$ cat src/rtl/itbd_pkg.sv
// ----------------------------------------------------------------------------
// itbd_pkg: shared types and constants for integer_to_base_digits
// Holds widths, ASCII constants, the digit store depth and the digit encoder.
// ----------------------------------------------------------------------------
package itbd_pkg;

  localparam int unsigned ValueW    = 64;
  localparam int unsigned BaseW     = 6;
  localparam int unsigned CharW     = 8;
  localparam int unsigned CountW    = 7;
  localparam int unsigned MaxDigits = 64;
  localparam int unsigned DigW      = 6;
  localparam int unsigned IdxW      = $clog2(MaxDigits);

  localparam logic [CharW-1:0] CharZero  = 8'h30;
  localparam logic [CharW-1:0] CharLowA  = 8'h61;
  localparam logic [CharW-1:0] CharUpA   = 8'h41;
  localparam logic [CharW-1:0] CharMinus = 8'h2d;
  localparam logic [BaseW-1:0] BaseDec   = 6'd10;
  localparam logic [BaseW-1:0] BaseMin   = 6'd2;
  localparam logic [BaseW-1:0] BaseMax   = 6'd36;

  typedef enum logic [2:0] {
    StIdle, StDiv, StStore, StEmit
  } state_e;

  typedef struct packed {
    logic [CharW-1:0]  character;
    logic              last;
    logic [CountW-1:0] digit_count;
    logic              error;
  } result_t;

  function automatic logic [CharW-1:0] digit_char(input logic [DigW-1:0] d,
                                                  input logic upper);
    logic [CharW-1:0] dd;
    dd = {2'b00, d};
    if (d < 6'd10) begin
      digit_char = CharZero + dd;
    end else if (upper) begin
      digit_char = CharUpA + dd - 8'd10;
    end else begin
      digit_char = CharLowA + dd - 8'd10;
    end
  endfunction

endpackage

$ cat src/rtl/itbd_cell.sv
// ----------------------------------------------------------------------------
// itbd_cell: one bit cell of the restoring divider chain
// Shifts the next dividend bit into its remainder slice and hands the
// partial remainder and quotient bit to the following cell.
// ----------------------------------------------------------------------------
module itbd_cell (
  input  logic [itbd_pkg::DigW:0]   rem_i,
  input  logic                      bit_i,
  input  logic [itbd_pkg::BaseW-1:0] base_i,
  output logic [itbd_pkg::DigW:0]   rem_o,
  output logic                      q_o
);
  import itbd_pkg::*;

  logic [DigW+1:0] trial;

  always_comb begin
    trial = {rem_i, bit_i};
    q_o   = (trial >= {2'b00, base_i});
    if (q_o) begin
      rem_o = (DigW+1)'(trial - {2'b00, base_i});
    end else begin
      rem_o = trial[DigW:0];
    end
  end
endmodule

$ cat src/rtl/itbd_divider.sv
// ----------------------------------------------------------------------------
// itbd_divider: value / base, eight bits per cycle
// A row of eight cells consumes eight dividend bits each cycle.
// ----------------------------------------------------------------------------
module itbd_divider (
  input  logic                        clk_i,
  input  logic                        rst_ni,
  input  logic                        start_i,
  input  logic [itbd_pkg::ValueW-1:0] value_i,
  input  logic [itbd_pkg::BaseW-1:0]  base_i,
  output logic                        done_o,
  output logic [itbd_pkg::ValueW-1:0] quot_o,
  output logic [itbd_pkg::DigW-1:0]   rem_o
);
  import itbd_pkg::*;

  localparam int unsigned Cells = 8;
  localparam int unsigned Steps = ValueW / Cells;

  logic [ValueW-1:0] sh_q, sh_d;
  logic [DigW:0]     rem_q, rem_d;
  logic [$clog2(Steps+1)-1:0] cnt_q, cnt_d;
  logic              busy_q, busy_d;
  logic [DigW:0]     chain [Cells+1];
  logic [Cells-1:0]  qb;

  assign chain[0] = rem_q;
  for (genvar g = 0; g < Cells; g++) begin : g_cell
    itbd_cell u_cell (
      .rem_i (chain[g]),
      .bit_i (sh_q[ValueW-1-g]),
      .base_i(base_i),
      .rem_o (chain[g+1]),
      .q_o   (qb[Cells-1-g])
    );
  end

  always_comb begin
    sh_d   = sh_q;
    rem_d  = rem_q;
    cnt_d  = cnt_q;
    busy_d = busy_q;
    if (start_i) begin
      sh_d   = value_i;
      rem_d  = '0;
      cnt_d  = '0;
      busy_d = 1'b1;
    end else if (busy_q) begin
      sh_d  = {sh_q[ValueW-Cells-1:0], qb};
      rem_d = chain[Cells];
      cnt_d = cnt_q + 1'b1;
      if (cnt_q == ($clog2(Steps+1))'(Steps - 1)) begin
        busy_d = 1'b0;
      end
    end
  end

  always_ff @(posedge clk_i or negedge rst_ni) begin
    if (!rst_ni) begin
      busy_q <= 1'b0;
      cnt_q  <= '0;
    end else begin
      busy_q <= busy_d;
      cnt_q  <= cnt_d;
    end
  end

  always_ff @(posedge clk_i) begin
    sh_q  <= sh_d;
    rem_q <= rem_d;
  end

  assign done_o = busy_q && (cnt_q == ($clog2(Steps+1))'(Steps - 1));
  assign quot_o = {sh_q[ValueW-Cells-1:0], qb};
  assign rem_o  = chain[Cells][DigW-1:0];
endmodule

$ cat config.mk
export PLATFORM = sky130hd
export DESIGN_NAME = itbd_divider
export DESIGN_NICKNAME = d
export VERILOG_FILES = /design/src/rtl/itbd_pkg.sv /design/src/rtl/itbd_cell.sv /design/src/rtl/itbd_divider.sv
export SDC_FILE = /design/constraint.sdc
export NUM_CORES = 1
export LEC_CHECK = 0
export ABC_CLOCK_PERIOD_IN_PS = 23100
export BUFFER_PORTS_ARGS = -buffer_cell sky130_fd_sc_hd__buf_2
export CAP_MARGIN = 0
export CORE_MARGIN = 1
export CORE_UTILIZATION = 55
export CTS_CLUSTER_SIZE = 20
export DETAILED_ROUTE_END_ITERATION = 7
export PLACE_DENSITY = 0.85
export REMOVE_ABC_BUFFERS = 1
export SETUP_SLACK_MARGIN = 0.5
export SLEW_MARGIN = 10
export SYNTH_ARGS = -nofsm -noshare
export SYNTH_HDL_FRONTEND = slang
export SYNTH_SLANG_ARGS = --single-unit
$ cat constraint.sdc
create_clock -name clk_i -period 23.1 [get_ports clk_i]
set_input_delay 2.31 -clock clk_i [delete_from_list [all_inputs] [get_ports clk_i]]
set_output_delay 2.31 -clock clk_i [all_outputs]
set_load 0.005 [all_outputs]
==> qor.txt <==
outcome -> finished clean
Setup crit start kind -> primary input
H-Tree Depth -> 3
post-route cell area -> 0.00728 mm2
final-report setup violation count -> 0
Initial Util -> 57.0%
die height -> 108 um
Yosys warnings -> 0
Critical Path Max Stage Delay -> 0.59 ns
boundary pin count -> 144
syn_area_per_cell -> 10.6 um2
DRT Wirelength -> 15500 um
Syn Inst Count -> 588
ys flop type -> edfxtp_1
Vias -> 5186
ys async rst share -> 6.58%
CP max FO -> 12
CTS tree -> done
Tot GR Track Use -> 27.0%
Post-synth EDFFs -> 64
hold buffer count at CTS -> 0
DRT Pass-1 Iters -> 5
setup_tns -> 0 ns
grt total ovfl -> 0
CP max stage cell -> or3_1
CP Capture Type -> output port
Syn Std Cell Area -> 0.00623 mm2
CTS Buffer Depth -> 2
post-DR wirelength/cell -> 17.9 um
final hold vios -> 0
cts bufs inserted -> 9
Die X -> 108 um
PortBufs -> 143
most frequent cells in the layout -> buf_2 (143), mux2_2 (70), edfxtp_1 (64)
register area share after synthesis -> 35.1%
Setup CP Type -> in2out
Filler cells -> 830
Max Cap Viol -> 0
Fin Clk Skew -> 0.00463 ns
initial antenna violation count -> 1
Die Area -> 0.0118 mm2
arrival time at the worst endpoint -> 19.05 ns
Root Driver -> clkbuf_16
vias in the first global route -> 5123
measured slew at the worst slew-check pin -> 0.824 ns
synth unique cells -> 73
Area Overhead vs Synth -> 16.8%
number of synthesized register bits -> 76
Vias/cell -> 6.00
initial drt markers -> 433
Worst Path Required -> 20.79 ns
DRC -> 0
Placeable Area -> 0.0109 mm2
Reg clk slew, reported paths -> 0.06 ns
Achievable Freq -> 46.8 MHz
# clock sinks -> 76
global-route wire length before repair -> 24500 um
GP Congestion -> 0.937
DPL Wire Length -> 11700 um
WHS -> 0.531 ns
Final period util -> 92.5%
Clk Latency, worst-skew pair -> 0.34 ns
most common cell after layout, fill and taps aside -> buf_2
final core utilization -> 66.6%
max-slew violation count -> 0
layout cells sized above 1 -> 35.1%
DP Area -> 0.00695 mm2
Nets -> 848
Final ANT Viol Nets -> 0
Min Clock Period, post-route -> 21.36 ns
Rows -> 38
pin count of the biggest net entering global routing -> 69
RSZ-0062 raised after global routing -> false
Tightest Hold Check Type -> reg2reg
Rel. slew slack -> 45.1%
## flip-flops by register name (all words and copies together) (netlist names)
name,count
busy_q,1
cnt_q,4
rem_q,7
sh_q,64
## cells in the mapped netlist (all sizes together) (7+ instances only)
cell | instances | area, um2
mux2 | 75 | 863
edfxtp | 64 | 1920
ha | 49 | 613
inv | 35 | 131
o21ai | 32 | 160
nor2 | 31 | 124
a21oi | 27 | 135
nand2 | 25 | 93.8
buf | 21 | 154
a21o | 18 | 136
nand2b | 16 | 100
nor2b | 16 | 108
xnor2 | 15 | 131
xor2 | 15 | 131
nand3 | 13 | 65.1
mux2i | 10 | 100
clkbuf | 8 | 32.5
fa | 8 | 160
nor3 | 8 | 45.0
dfxtp | 7 | 140
## cell type report
cell class	instances	area, um2	share of cell area (%)
multi-input cells	448	3750	51.5
flip-flops and latches	76	2190	30.0
repair buffers	148	753	10.3
clock buffers	10	229	3.15
well taps	140	175	2.41
inverters	35	131	1.80
clock inverters	6	55.1	0.756
diodes	1	2.50	0.0344
## worst paths after layout
path,from,to,slack (ns),depth (start not counted)
min reg2reg,rem_q[3]$_SDFFE_PP0P_,rem_q[3]$_SDFFE_PP0P_,0.53,2
max in group asynchronous,rst_ni,cnt_q[2]$_DFFE_PN0P_,21.20,1
min,rem_q[3]$_SDFFE_PP0P_,rem_q[3]$_SDFFE_PP0P_,0.53,2
min in group asynchronous,rst_ni,cnt_q[3]$_DFFE_PN0P_,1.77,1
max,base_i[1],rem_o[0],1.74,71
max reg2reg,sh_q[63]$_DFFE_PP_,sh_q[0]$_DFFE_PP_,6.19,71
## logic make-up after synthesis
logic type / synth area share, %
and+or+nand+nor: 12.8
AOI/OAI and AO/OA: 14.9
muxes: 15.5
DFF: 35.1
buffers and inverters: 5.10
adders and majority gates: 12.4
xor gates and xnor gates: 4.22
## critical path, delay by kind of cell
family / cells / cell delay, ns
AO/OA/AOI/OAI: 29 / 6.08
adder cells (fa/ha/maj): 8 / 2.81
multiplexers: 7 / 2.20
buffers and inverters: 5 / 1.03
AND/OR/NAND/NOR: 22 / 4.60
## through the flow
step | setup slack (ns) | cells
global placement | 2.33 | 844
detailed placement | 1.33 | 844
CTS | 1.27 | 860
global route | 0.512 | 863
floorplan | 4.18 | 559
finish | 1.74 | 864
## layer usage
layer	routed length, um	global-route usage (%)	up-vias	share of wire [%]
met4	474	12.1	0	3.1
met2	7490	44.0	217	48
met1	6460	34.5	2470	42
met5	0	0	-	0
li1	-	-	2455	-
met3	1070	5.36	44	6.9
## what timing repair did
action	4_1_cts	5_1_grt
resized for setup	0	7
setup endpoints to repair	0	7
buffers inserted	0	3
Power is left out: the tool's default activity adds up to more than one toggle a clock period on the data nets, which glitch-free logic cannot reach.
